## config.mk

```make
export PLATFORM = sky130hd
export DESIGN_NAME = sevenzip_coded_header_probe
export DESIGN_NICKNAME = d
export VERILOG_FILES = /design/src/design/szhp_pkg.sv /design/src/design/szhp_number.sv /design/src/design/sevenzip_coded_header_probe.sv
export SDC_FILE = /design/constraint.sdc
export NUM_CORES = 2
export LEC_CHECK = 0
export BUFFER_PORTS_ARGS = -buffer_cell sky130_fd_sc_hd__buf_2
export CORE_UTILIZATION = 35
export DETAILED_ROUTE_END_ITERATION = 16
export PLACE_DENSITY = 0.57
export SETUP_SLACK_MARGIN = 0.1
export SLEW_MARGIN = 25
export SYNTH_ARGS = -nofsm -noshare
export SYNTH_HDL_FRONTEND = slang
export SYNTH_SLANG_ARGS = --single-unit
```

## constraint.sdc

```tcl
create_clock -name clk_i -period 18.9 [get_ports clk_i]
set_input_delay 2.835 -clock clk_i [delete_from_list [all_inputs] [get_ports clk_i]]
set_output_delay 2.835 -clock clk_i [all_outputs]
set_load 0.03 [all_outputs]
```

## src/design/szhp_pkg.sv

```systemverilog
// Package: payload types, property ids, phase codes and status codes for the coded-header probe.
`timescale 1ns / 1ps
package szhp_pkg;

  typedef struct packed {
    logic [7:0] data_byte;
    logic       last_byte;
  } in_item_t;

  typedef struct packed {
    logic [2:0]  status;
    logic [31:0] coder_id;
    logic        coder_seen;
    logic [3:0]  lit_ctx_bits;
    logic [2:0]  lit_pos_bits;
    logic [2:0]  pos_bits;
    logic        props_seen;
    logic [63:0] header_len;
    logic [63:0] pack_offset;
    logic [63:0] packed_len;
  } out_item_t;

  localparam logic [7:0] ID_END                = 8'h00;
  localparam logic [7:0] ID_PACK_INFO          = 8'h06;
  localparam logic [7:0] ID_UNPACK_INFO        = 8'h07;
  localparam logic [7:0] ID_SIZE               = 8'h09;
  localparam logic [7:0] ID_FOLDER             = 8'h0B;
  localparam logic [7:0] ID_CODERS_UNPACK_SIZE = 8'h0C;
  localparam logic [31:0] LZMA_CODER           = 32'h0003_0101;

  localparam logic [2:0] ST_OK    = 3'd0;
  localparam logic [2:0] ST_ENDED = 3'd1;
  localparam logic [2:0] ST_STEPS = 3'd2;
  localparam logic [2:0] ST_STRUCT = 3'd3;
  localparam logic [2:0] ST_PROPS = 3'd4;

  localparam logic [4:0] PH_FIRST_ID    = 5'd0;
  localparam logic [4:0] PH_PACK_POS    = 5'd1;
  localparam logic [4:0] PH_PACK_COUNT  = 5'd2;
  localparam logic [4:0] PH_PACK_SEARCH = 5'd3;
  localparam logic [4:0] PH_PACK_SIZES  = 5'd4;
  localparam logic [4:0] PH_UNPACK_ID   = 5'd5;
  localparam logic [4:0] PH_FOLDER_ID   = 5'd6;
  localparam logic [4:0] PH_NUM_FOLDERS = 5'd7;
  localparam logic [4:0] PH_EXTERNAL    = 5'd8;
  localparam logic [4:0] PH_NUM_CODERS  = 5'd9;
  localparam logic [4:0] PH_FLAGS       = 5'd10;
  localparam logic [4:0] PH_CODER_ID    = 5'd11;
  localparam logic [4:0] PH_PROP_LEN    = 5'd12;
  localparam logic [4:0] PH_PROP_BYTES  = 5'd13;
  localparam logic [4:0] PH_SIZE_SEARCH = 5'd14;
  localparam logic [4:0] PH_UNPACK_SIZE = 5'd15;

  localparam logic [0:0] CFG_STEP_LIMIT = 1'b0;
  localparam logic [0:0] CFG_PACK_LIMIT = 1'b1;

  // Result of the number decoder for one byte.
  typedef struct packed {
    logic        done;
    logic [63:0] value;
  } num_res_t;

  // LZMA property byte split; table-free constant divisions.
  typedef struct packed {
    logic [3:0] lc;
    logic [2:0] lp;
    logic [2:0] pb;
  } lzma_props_t;

endpackage

```

## src/design/szhp_number.sv

```systemverilog
// Module: 7z variable-length number decoder, one byte per cycle.
`timescale 1ns / 1ps
module szhp_number (
  input  logic              clk_i,
  input  logic              rst_ni,
  input  logic              feed_i,
  input  logic              clear_i,
  input  logic [7:0]        byte_i,
  output szhp_pkg::num_res_t res_o
);

  logic [7:0]  lead_q, lead_d;
  logic [3:0]  idx_q, idx_d;
  logic [63:0] acc_q, acc_d;
  logic [3:0]  idx_inc;
  logic [7:0]  mask;
  logic [63:0] acc_new;
  logic [63:0] top;

  always_comb begin
    lead_d  = lead_q;
    idx_d   = idx_q;
    acc_d   = acc_q;
    res_o   = '0;
    idx_inc = idx_q + 4'd1;
    mask    = 8'h80 >> idx_inc;
    acc_new = acc_q | ({56'd0, byte_i} << {idx_q[2:0], 3'b000});
    top     = {56'd0, lead_q & (mask - 8'd1)} << {idx_inc[2:0], 3'b000};
    if (feed_i) begin
      if (!lead_q[7]) begin
        if (!byte_i[7]) begin
          res_o.done  = 1'b1;
          res_o.value = {57'd0, byte_i[6:0]};
        end else begin
          lead_d = byte_i;
          idx_d  = 4'd0;
          acc_d  = '0;
        end
      end else begin
        acc_d = acc_new;
        idx_d = idx_inc;
        if (idx_inc[3]) begin
          res_o.done  = 1'b1;
          res_o.value = acc_new;
          lead_d      = '0;
        end else if ((lead_q & mask) == 8'd0) begin
          res_o.done  = 1'b1;
          res_o.value = acc_new + top;
          lead_d      = '0;
        end
      end
    end
    if (clear_i) begin
      lead_d = '0;
      idx_d  = '0;
      acc_d  = '0;
    end
  end

  always_ff @(posedge clk_i or negedge rst_ni) begin
    if (!rst_ni) begin
      lead_q <= '0;
      idx_q  <= '0;
      acc_q  <= '0;
    end else begin
      lead_q <= lead_d;
      idx_q  <= idx_d;
      acc_q  <= acc_d;
    end
  end

endmodule

```

## src/design/sevenzip_coded_header_probe.sv

```systemverilog
// Top level: 7z coded-header probe, one byte item per cycle while the input does not stall, with a registered result.
//
//   channel  direction  handshake               payload
//   in       input      in_valid_i / in_stall_o  szhp_pkg::in_item_t
//   out      output     out_valid_o / out_stall_i szhp_pkg::out_item_t
//   cfg      input      cfg_we_i                 cfg_index_i, cfg_data_i
//
// Each byte item is settled by the phase machine and the number decoder between
// the input and the result register, so the rate is one item per clock while the
// input does not stall. A result appears in the output register on the cycle after the
// byte that settles it. Reset clears all control state and loads the register
// defaults. The input stalls only while a result is held and the output stalls.
`timescale 1ns / 1ps
module sevenzip_coded_header_probe #(
  parameter int SIGNATURE_HEADER_LEN = 32
) (
  input  logic                 clk_i,
  input  logic                 rst_ni,
  input  logic                 in_valid_i,
  output logic                 in_stall_o,
  input  szhp_pkg::in_item_t   in_data_i,
  output logic                 out_valid_o,
  input  logic                 out_stall_i,
  output szhp_pkg::out_item_t  out_data_o,
  input  logic                 cfg_we_i,
  input  logic                 cfg_index_i,
  input  logic [15:0]          cfg_data_i
);

  localparam logic [63:0] HdrLen = 64'(SIGNATURE_HEADER_LEN);

  logic [7:0]  step_limit_q;
  logic [15:0] pack_limit_q;

  logic [4:0]  phase_q, phase_d;
  logic [7:0]  steps_q, steps_d;
  logic [63:0] pack_pos_q, pack_pos_d;
  logic [15:0] pack_cnt_q, pack_cnt_d;
  logic [15:0] size_idx_q, size_idx_d;
  logic [63:0] first_size_q, first_size_d;
  logic [7:0]  flags_q, flags_d;
  logic [2:0]  id_left_q, id_left_d;
  logic [63:0] skip_q, skip_d;
  logic        done_q, done_d;
  logic [31:0] coder_q, coder_d;
  logic        coder_seen_q, coder_seen_d;
  szhp_pkg::lzma_props_t props_q, props_d;
  logic        props_seen_q, props_seen_d;
  logic        pending_q, pending_d;
  logic [63:0] unpack_q, unpack_d;

  logic        accept;
  logic        num_feed;
  szhp_pkg::num_res_t num;
  logic [7:0]  b;
  logic [3:0]  st;          // bit 3 means a verdict
  logic [7:0]  b_div9;
  szhp_pkg::lzma_props_t split;
  logic [64:0] off_sum;
  szhp_pkg::out_item_t res;
  logic        out_valid_q;
  szhp_pkg::out_item_t out_q;

  assign in_stall_o = out_valid_q && out_stall_i;
  assign accept     = in_valid_i && !in_stall_o;
  assign b          = in_data_i.data_byte;

  // Phases that feed the shared number decoder.
  assign num_feed = accept && !done_q &&
                    (phase_q == szhp_pkg::PH_PACK_POS || phase_q == szhp_pkg::PH_PACK_COUNT ||
                     phase_q == szhp_pkg::PH_PACK_SIZES || phase_q == szhp_pkg::PH_NUM_FOLDERS ||
                     phase_q == szhp_pkg::PH_NUM_CODERS || phase_q == szhp_pkg::PH_PROP_LEN ||
                     phase_q == szhp_pkg::PH_UNPACK_SIZE);

  szhp_number u_number (
    .clk_i   (clk_i),
    .rst_ni  (rst_ni),
    .feed_i  (num_feed),
    .clear_i (accept && in_data_i.last_byte),
    .byte_i  (b),
    .res_o   (num)
  );

  // Property split by constants: divide by 9 through a reciprocal product.
  always_comb begin
    logic [15:0] prod;
    logic [7:0]  rem9;
    logic [8:0]  prod5;
    logic [7:0]  rem5;
    prod   = 16'(b) * 16'd57;
    b_div9 = {3'd0, prod[13:9]};
    rem9   = b - 8'(b_div9 * 8'd9);
    if (rem9 >= 8'd9) begin
      b_div9 = b_div9 + 8'd1;
      rem9   = rem9 - 8'd9;
    end
    // The quotient by 9 is at most 28, where (q * 13) >> 6 gives q / 5 exactly.
    prod5 = {4'd0, b_div9[4:0]} * 9'd13;
    rem5  = b_div9 - {3'd0, prod5[8:6], 2'b00} - {5'd0, prod5[8:6]};
    split.lc = rem9[3:0];
    split.lp = rem5[2:0];
    split.pb = prod5[8:6];
  end

  always_comb begin
    phase_d = phase_q; steps_d = steps_q; pack_pos_d = pack_pos_q;
    pack_cnt_d = pack_cnt_q; size_idx_d = size_idx_q; first_size_d = first_size_q;
    flags_d = flags_q; id_left_d = id_left_q; skip_d = skip_q; done_d = done_q;
    coder_d = coder_q; coder_seen_d = coder_seen_q; props_d = props_q;
    props_seen_d = props_seen_q; pending_d = pending_q; unpack_d = unpack_q;
    st = 4'd0;
    if (accept && !done_q) begin
      case (phase_q)
        szhp_pkg::PH_FIRST_ID: begin
          if (b == szhp_pkg::ID_PACK_INFO) phase_d = szhp_pkg::PH_PACK_POS;
          else if (b == szhp_pkg::ID_UNPACK_INFO) phase_d = szhp_pkg::PH_FOLDER_ID;
          else st = {1'b1, szhp_pkg::ST_STRUCT};
        end
        szhp_pkg::PH_PACK_POS: begin
          if (num.done) begin
            pack_pos_d = num.value;
            phase_d    = szhp_pkg::PH_PACK_COUNT;
          end
        end
        szhp_pkg::PH_PACK_COUNT: begin
          if (num.done) begin
            if (num.value == 64'd0 || num.value > {48'd0, pack_limit_q})
              st = {1'b1, szhp_pkg::ST_STRUCT};
            else begin
              pack_cnt_d = num.value[15:0];
              phase_d    = szhp_pkg::PH_PACK_SEARCH;
            end
          end
        end
        szhp_pkg::PH_PACK_SEARCH: begin
          if ({1'b0, steps_q} + 9'd1 > {1'b0, step_limit_q}) st = {1'b1, szhp_pkg::ST_STEPS};
          else begin
            steps_d = steps_q + 8'd1;
            if (b == szhp_pkg::ID_END) phase_d = szhp_pkg::PH_UNPACK_ID;
            else if (b == szhp_pkg::ID_SIZE) begin
              size_idx_d = '0;
              phase_d    = szhp_pkg::PH_PACK_SIZES;
            end
          end
        end
        szhp_pkg::PH_PACK_SIZES: begin
          if (num.done) begin
            if (size_idx_q == 16'd0) first_size_d = num.value;
            size_idx_d = size_idx_q + 16'd1;
            if (size_idx_d >= pack_cnt_q) phase_d = szhp_pkg::PH_PACK_SEARCH;
          end
        end
        szhp_pkg::PH_UNPACK_ID: begin
          if (b != szhp_pkg::ID_UNPACK_INFO) st = {1'b1, szhp_pkg::ST_STRUCT};
          else phase_d = szhp_pkg::PH_FOLDER_ID;
        end
        szhp_pkg::PH_FOLDER_ID: begin
          if (b != szhp_pkg::ID_FOLDER) st = {1'b1, szhp_pkg::ST_STRUCT};
          else phase_d = szhp_pkg::PH_NUM_FOLDERS;
        end
        szhp_pkg::PH_NUM_FOLDERS: if (num.done) phase_d = szhp_pkg::PH_EXTERNAL;
        szhp_pkg::PH_EXTERNAL:    phase_d = szhp_pkg::PH_NUM_CODERS;
        szhp_pkg::PH_NUM_CODERS:  if (num.done) phase_d = szhp_pkg::PH_FLAGS;
        szhp_pkg::PH_FLAGS: begin
          flags_d   = b;
          id_left_d = b[2:0];
          if (b[3:0] == 4'd0 || b[3:0] > 4'd4) st = {1'b1, szhp_pkg::ST_STRUCT};
          else begin
            coder_d = '0;
            phase_d = szhp_pkg::PH_CODER_ID;
          end
        end
        szhp_pkg::PH_CODER_ID: begin
          coder_d   = {coder_q[23:0], b};
          id_left_d = id_left_q - 3'd1;
          if (id_left_d == 3'd0) begin
            coder_seen_d = 1'b1;
            phase_d = flags_q[5] ? szhp_pkg::PH_PROP_LEN : szhp_pkg::PH_SIZE_SEARCH;
          end
        end
        szhp_pkg::PH_PROP_LEN: begin
          if (num.done) begin
            skip_d    = num.value;
            pending_d = (coder_q == szhp_pkg::LZMA_CODER) && (num.value != 64'd0);
            phase_d   = (num.value != 64'd0) ? szhp_pkg::PH_PROP_BYTES
                                             : szhp_pkg::PH_SIZE_SEARCH;
          end
        end
        szhp_pkg::PH_PROP_BYTES: begin
          if (pending_q) begin
            pending_d    = 1'b0;
            props_d      = split;
            props_seen_d = 1'b1;
            if (split.pb > 3'd4) st = {1'b1, szhp_pkg::ST_PROPS};
          end
          skip_d = skip_q - 64'd1;
          if (skip_d == 64'd0) phase_d = szhp_pkg::PH_SIZE_SEARCH;
        end
        szhp_pkg::PH_SIZE_SEARCH: begin
          if ({1'b0, steps_q} + 9'd1 > {1'b0, step_limit_q}) st = {1'b1, szhp_pkg::ST_STEPS};
          else begin
            steps_d = steps_q + 8'd1;
            if (b == szhp_pkg::ID_CODERS_UNPACK_SIZE) phase_d = szhp_pkg::PH_UNPACK_SIZE;
            else if (b == szhp_pkg::ID_END) st = {1'b1, szhp_pkg::ST_STRUCT};
          end
        end
        szhp_pkg::PH_UNPACK_SIZE: begin
          if (num.done) begin
            unpack_d = num.value;
            st       = {1'b1, szhp_pkg::ST_OK};
          end
        end
        default: st = {1'b1, szhp_pkg::ST_STRUCT};
      endcase
      if (!st[3] && in_data_i.last_byte) st = {1'b1, szhp_pkg::ST_ENDED};
      if (st[3]) done_d = 1'b1;
    end

    // The result is built from the state as it stands after this byte.
    off_sum = {1'b0, pack_pos_d} + {1'b0, HdrLen};
    res.status       = st[2:0];
    res.coder_id     = coder_seen_d ? coder_d : 32'd0;
    res.coder_seen   = coder_seen_d;
    res.lit_ctx_bits = props_seen_d ? props_d.lc : 4'd0;
    res.lit_pos_bits = props_seen_d ? props_d.lp : 3'd0;
    res.pos_bits     = props_seen_d ? props_d.pb : 3'd0;
    res.props_seen   = props_seen_d;
    res.header_len   = (st[2:0] == szhp_pkg::ST_OK) ? unpack_d : 64'd0;
    res.pack_offset  = (st[2:0] != szhp_pkg::ST_OK) ? 64'd0 :
                       off_sum[64] ? {64{1'b1}} : off_sum[63:0];
    res.packed_len   = (st[2:0] == szhp_pkg::ST_OK) ? first_size_d : 64'd0;

    // A region boundary returns everything but the registers to reset.
    if (accept && in_data_i.last_byte) begin
      phase_d = szhp_pkg::PH_FIRST_ID; steps_d = '0; pack_pos_d = '0; pack_cnt_d = '0;
      size_idx_d = '0; first_size_d = '0; flags_d = '0; id_left_d = '0; skip_d = '0;
      done_d = 1'b0; coder_d = '0; coder_seen_d = 1'b0; props_d = '0;
      props_seen_d = 1'b0; pending_d = 1'b0; unpack_d = '0;
    end
  end

  always_ff @(posedge clk_i or negedge rst_ni) begin
    if (!rst_ni) begin
      step_limit_q <= 8'd64;
      pack_limit_q <= 16'd4096;
      phase_q <= szhp_pkg::PH_FIRST_ID; steps_q <= '0; pack_pos_q <= '0; pack_cnt_q <= '0;
      size_idx_q <= '0; first_size_q <= '0; flags_q <= '0; id_left_q <= '0; skip_q <= '0;
      done_q <= 1'b0; coder_q <= '0; coder_seen_q <= 1'b0; props_q <= '0;
      props_seen_q <= 1'b0; pending_q <= 1'b0; unpack_q <= '0;
      out_valid_q <= 1'b0;
    end else begin
      if (cfg_we_i) begin
        case (cfg_index_i)
          szhp_pkg::CFG_STEP_LIMIT: step_limit_q <= cfg_data_i[7:0];
          szhp_pkg::CFG_PACK_LIMIT: pack_limit_q <= cfg_data_i;
          default: ;
        endcase
      end
      phase_q <= phase_d; steps_q <= steps_d; pack_pos_q <= pack_pos_d;
      pack_cnt_q <= pack_cnt_d; size_idx_q <= size_idx_d; first_size_q <= first_size_d;
      flags_q <= flags_d; id_left_q <= id_left_d; skip_q <= skip_d; done_q <= done_d;
      coder_q <= coder_d; coder_seen_q <= coder_seen_d; props_q <= props_d;
      props_seen_q <= props_seen_d; pending_q <= pending_d; unpack_q <= unpack_d;
      if (st[3]) out_valid_q <= 1'b1;
      else if (!out_stall_i) out_valid_q <= 1'b0;
    end
  end

  always_ff @(posedge clk_i) begin
    if (st[3]) out_q <= res;
  end

  assign out_valid_o = out_valid_q;
  assign out_data_o  = out_q;

  // A result is only produced from an accepted item.
  a_res_from_item: assert property (@(posedge clk_i) disable iff (!rst_ni)
    st[3] |-> accept) else $error("result without an item");
  // A verdict is not given twice within one region.
  a_one_verdict: assert property (@(posedge clk_i) disable iff (!rst_ni)
    done_q |-> !st[3]) else $error("second verdict in a region");
  // A held result is not overwritten while the output stalls.
  a_hold: assert property (@(posedge clk_i) disable iff (!rst_ni)
    (out_valid_q && out_stall_i) |=> (out_valid_q && $stable(out_q)))
    else $error("stalled result lost");

endmodule

```

== Word level (Yosys, flattened, before mapping) ==
Index checks and enable logic that the tools add are counted.

* Bitwise gates (word level): 4
* Reductions and logical operators: 55
* $lt $le $gt $ge: 6
* Equal/unequal tests: 46
* Shift operators: 3
* Multiplexer cells: 130
* $add $sub $neg: 14
* Multipliers: 3

{| class="wikitable"
|+ Operators with widths
! cell !! count
|-
| $mux W64 || 21
|-
| $mux W65 || 5
|-
| $mux W16 || 11
|-
| $logic_not A64 Y1 || 2
|-
| $pmux W64 S2 || 1
|-
| $shl A8 B6 Y64 || 2
|-
| $mux W5 || 23
|-
| $mux W32 || 3
|-
| $mux W4 || 23
|-
| $mux W8 || 10
|-
| $pmux W5 S15 || 1
|-
| $add A64 B6 Y65 const B || 1
|-
| $add A64 B64 Y64 || 1
|-
| $gt A64 B16 Y1 || 1
|-
| $or A64 B64 Y64 || 1
|-
| $pmux W32 S2 || 1
|-
| $reduce_bool A64 Y1 || 1
|-
| $sub A64 B1 Y64 const B || 1
|-
| $ne A3 B2 Y1 const B || 17
|-
| $eq A5 B4 Y1 const B || 8
|-
| $mux W10 || 4
|-
| $pmux W4 S10 || 1
|-
| $eq A32 B18 Y1 const B || 1
|-
| $pmux W16 S2 || 1
|-
| 55 further kinds || 120
|}

* Register bits after elaboration: 696
* Word-level logic and storage cells: 296
* Output and inout bits: 241

== Depth between registers and ports, before layout ==
* Depth after elaboration: 23
* Depth in mapped cells: 43
* Mapped depth without buffers: 41

== Hierarchy ==
Synthesis repeated with hierarchy kept, for this count alone.

* Cell total of the unflattened synthesis: 4,448
* Area total of the unflattened synthesis: 40,772.9 µm²

{| class="wikitable"
|+ By module, submodules not included
! module !! times used !! cells an instance !! area each (µm²)
|-
| sevenzip_coded_header_probe || 1 || 3,196 || 31,854.3
|-
| szhp_number || 1 || 1,252 || 8,918.6
|}

== Worst setup path after synthesis ==
Ideal clock, no wire load.

* Path kind: input to register
* Start point: input in_data_i[3] (netlist name)
* End point: register out_q (netlist bit out_data_o[0]), enable pin
* Buffers on the path: 2
* Path slack: -3.263 ns
* Arrival time: 21.320 ns
* Stages: 39
* Library setup time: 0.842 ns
* Required time: 18.058 ns
* Cells stage by stage: clkbuf_1 -> clkbuf_1 -> inv_1 -> fa_1 -> inv_1 -> fa_1 -> ha_1 -> ha_1 -> nor3_1 -> nor2_1 -> a31o_2 -> a21oi_1 -> nor2b_1 -> nor2_1 -> xnor2_1 -> ha_1 -> fa_1 -> inv_1 -> [... 3 more ...] -> or4_1 -> and3_1 -> a211o_1 -> nand2_1 -> mux2_2 -> ha_1 -> inv_1 -> fa_1 -> inv_1 -> ha_1 -> nand2_1 -> or4_1 -> a31o_2 -> nand3_1 -> o211ai_1 -> nor2_1 -> nor3b_1 -> nor2_1

* Word-level cells in the longest chain between the ends: 18

{| class="wikitable"
|+ Ends and longest elaborated chain
! what !! line !! text
|-
| start, declared || sevenzip_coded_header_probe.sv:21 || <nowiki>input szhp_pkg::in_item_t in_data_i,</nowiki>
|-
| branches (longest 11 deep; another with $mul A8 B6 Y14) || -- ||
|-
| $pmux W4 S10 (*) || sevenzip_coded_header_probe.sv:113 || <nowiki>case (phase_q)</nowiki>
|-
| $mux W4 (*) || sevenzip_coded_header_probe.sv:112 || <nowiki>if (accept && !done_q) begin</nowiki>
|-
| $logic_not A1 Y1 || sevenzip_coded_header_probe.sv:215 || <nowiki>if (!st[3] && in_data_i.last_byte) st = {1'b1, szhp_pkg::ST_ENDED};</nowiki>
|-
| $logic_and A1 B1 Y1 || sevenzip_coded_header_probe.sv:215 ||
|-
| $mux W4 (*) || sevenzip_coded_header_probe.sv:215 ||
|-
| $mux W4 (*) (2 in series) || sevenzip_coded_header_probe.sv:112 ||
|-
| named net st[3] || sevenzip_coded_header_probe.sv:56 || <nowiki>logic [3:0] st;</nowiki>
|-
| end signal, assigned || sevenzip_coded_header_probe.sv:270 || <nowiki>if (st[3]) out_q <= res;</nowiki>
|-
| end, declared || sevenzip_coded_header_probe.sv:62 || <nowiki>szhp_pkg::out_item_t out_q;</nowiki>
|}

Mark *: on every way through the listed nets, which the timed path passes. The select of a mux whose other input is x is not followed.
A chain may end at the register's enable or synchronous reset.

== Final worst setup path ==
* Start point: input in_data_i[3] (netlist name)
* End point: register out_q (netlist bit out_data_o[153]) (data pin)

* Word-level cells in the longest chain between the ends: 19

{| class="wikitable"
|+ Ends and longest elaborated chain
! what
|-
| branches (longest 19 deep; another with $mul A8 B6 Y14)
|}

Parallel ways; which one is timed is not known. The select of a mux whose other input is x is not followed.

==> results.md <==
- DR vias/cell: 5.91
- Final worst slack: a little over 5000 ps
- Post-route cell area: ~47,000 um^2
- Clk buf depth: 3
- Die X-Extent: 347 um
- Slew margin rel.: between 20% and 30%
- Initial core utilization: a little over a third
- Grt ovf: 0
- Worst slack, placed: roughly 4500 ps
- TritonRoute pass-1 iters: 6
- FMAX: ~0.073 GHz
- Syn Area/Cell: just under 9 um^2
- Most used DFF post-synth: dfrtp_1
- WL/cell: 26.3 um
- Clock sink count: slightly below 700
- CP dominant cell by count: ha_1
- Die H: ~350 um
- Final Hold Viols: 0
- Crit-path slowest cell: xnor2_1
- CP endpoint kind: register
- Largest net degree at the start of global routing: about 160
- Post-synth ARST share: 65.4%
- Max-cap viol count: 0
- Vias in the first global route: about 36,000
- Cell area after placement: around 45,000 um^2
- Final net count: 5,140
- Outcome: completed
- GPL Wtd Cong: a little over 1
- Max IR drop VDD: 0.155 mV
- Overall power: 5.10 mW
- First-pass GRT wire length: ~250,000 um
- Sequential-to-total area share from yosys stat: between 40 and 50%
- P&R area growth vs syn: 14.1%
- Clock tree from TritonCTS: built
- H-tree depth: 3
- Die Area: roughly 120,000 um^2
- Skew-Pair Late Insertion Delay: approximately 670 ps
- Synth Register Bits: about 700
- Unique cell type count in the Yosys netlist: 99
- RSZ-0062 raised after global routing: false
- Clk_skew: roughly 50 ps
- Resized cells post-CTS: 0
- Syn nets: slightly below 5,000
- Core ar.: approximately 120,000 um^2
- Pwr dens: approximately 110 nW/um^2
- Row cnt: between 100 and 150
- Antenna-violating nets left: 0
- Setup Fix Bufs, Post-CTS: 0
- Startpoint Class: input pin
- Setup tns final: 0 ps
- Leak: 20.5 nW
- Warnings from Yosys: 0
- DR vias: approximately 38,000
- Post-synth EDFFs: 239
- DR iter-0 viols: 4,560
- WS Path Type: in -> reg
- Cells after synthesis: ~4,700
- Least-Margin Pin Slew: roughly 1100 ps
- Clock root buffer: clkbuf_16
- GRT Total Usage: 27.8%
- # IOs: roughly 270
- Hold_buf cts: 0
- Share of post-route cells with drive strength above 1: 13.1%
- CP delay by family, top: adder cells
- Final WL: between 150,000 and 200,000 um
- Final setup fails: 0
- Req. time, crit path: ~19,000 ps
- Port buffer count: 271
- Max incr delay on CP: 630 ps
- Hold WS: 483 ps
- Min Tclk post-route: between 10,000 and 15,000 ps
- Max Slew Vio Count: 0
- Maximum fanout along the worst path: between 150 and 200
- Worst path bufs/invs: 7
- Hold WC Path Type: reg -> reg
- Drc violations: 0
- Final Cycle Share: between 70% and 80%
- Mapped Area: around 42,000 um^2
- Data arrival, critical path: about 14,000 ps
- HPWL after DPL: 124,000 um
- Clk slew on worst S/H paths: 60 ps
- Number of buffers created by CTS: 78
- Initial antenna violation count: 7
## tightest hold or removal path, delay by kind of cell (launching register included)
family	cells	cell delay (ps)
simple gates	1	50
compound gates	1	60
flops	1	340
## sequential cells by signal, indices dropped and copies added (netlist names), 10 cells and up
name,count
coder_q,32
first_size_q,64
out_data_o,239
pack_cnt_q,16
pack_limit_q,16
pack_pos_q,64
props_q,10
size_idx_q,16
skip_q,64
u_number.acc_q,64
unpack_q,64
## path summary, 6_finish.rpt
kind,slack (ps),to,startpoint,cells past startpoint
worst min-delay path,480,u_number.acc_q[44],u_number.acc_q[44],2
max in group asynchronous,13220,first_size_q[20],rst_ni,6
worst max-delay path,5120,out_data_o[153],in_data_i[3],38
worst max register to register,7890,out_data_o[143],u_number.idx_q[2],24
worst min register to register,480,u_number.acc_q[44],u_number.acc_q[44],2
min in group asynchronous,2060,props_q[9],rst_ni,1
## power breakdown
part / switching (mW) / internal (mW)
logic: 1.15 / 0.583
clock network: 0.660 / 0.939
registers: 0.0665 / 1.70
## synthesized netlist by cell type, types with 63 or more instances
| cell | number | area share (%) |
|---|---|---|
| clkbuf_1 | 231 | 2.1 |
| ha_1 | 180 | 5.4 |
| nand2_1 | 375 | 3.4 |
| a21oi_1 | 420 | 5.0 |
| nand4_1 | 77 | 1.2 |
| o21ai_0 | 296 | 3.6 |
| xnor2_1 | 87 | 1.8 |
| inv_1 | 190 | 1.7 |
| a22oi_1 | 72 | 1.3 |
| nor2_1 | 880 | 7.9 |
| a21o_1 | 71 | 1.3 |
| dfrtp_1 | 449 | 27 |
| nand3_1 | 121 | 1.5 |
| xor2_1 | 63 | 1.3 |
| nor3_1 | 112 | 1.3 |
| edfxtp_1 | 239 | 17 |
## cell usage in the layout, fill, tap and decap left out, drive strengths merged, types with 36 or more instances in the layout
cell type / n
nor2: 881
a21oi: 463
dfrtp: 449
buf: 381
nand2: 377
o21ai: 316
edfxtp: 239
inv: 197
ha: 180
nand3: 121
nor3: 113
clkbuf: 101
xnor2: 88
nand4: 77
a22oi: 72
a21o: 71
xor2: 64
or3: 50
nor4: 50
mux2i: 45
a211oi: 41
and2: 41
a31oi: 38
o31ai: 36
## metrics by stage
stage               util [%]  cells
detailed placement      38.0   6368
floorplan                  -   4739
CTS                     40.2   6511
finish                  40.3   6513
global route            40.3   6512
global placement        38.0   6368
## cell families (layout without fill, tap and decap cells)
| family | after synthesis | count (layout) | synth area share [%] |
|---|---|---|---|
| AOI/OAI and AO/OA | 1280 | 1280 | 19.4 |
| xor gates and xnor gates | 152 | 152 | 3.23 |
| adders and majority gates | 196 | 196 | 6.18 |
| buffers and inverters | 477 | 714 | 4.55 |
| DFF | 690 | 690 | 44.4 |
| muxes | 69 | 69 | 1.73 |
| other | 0 | 1 | 0 |
| and+or+nand+nor | 1875 | 1875 | 20.6 |
## area by class of cell
cell class	instances	area, um^2
tap	1536	1920
clock buffer	101	2170
antenna	1	2.50
fill	11900	70400
multi-input combinational	3572	21500
clock inverter	42	472
inverter	190	713
sequential	690	18500
timing repair buffer	381	2240
## layer usage
metal  routed length, um  global-route usage [%]
met4                7850                    11.6
met1               72600                    38.0
met5                  43                       0
met2               74900                    41.9
met3               16000                    6.44
No activity file was read; power rests on OpenSTA's default activity.
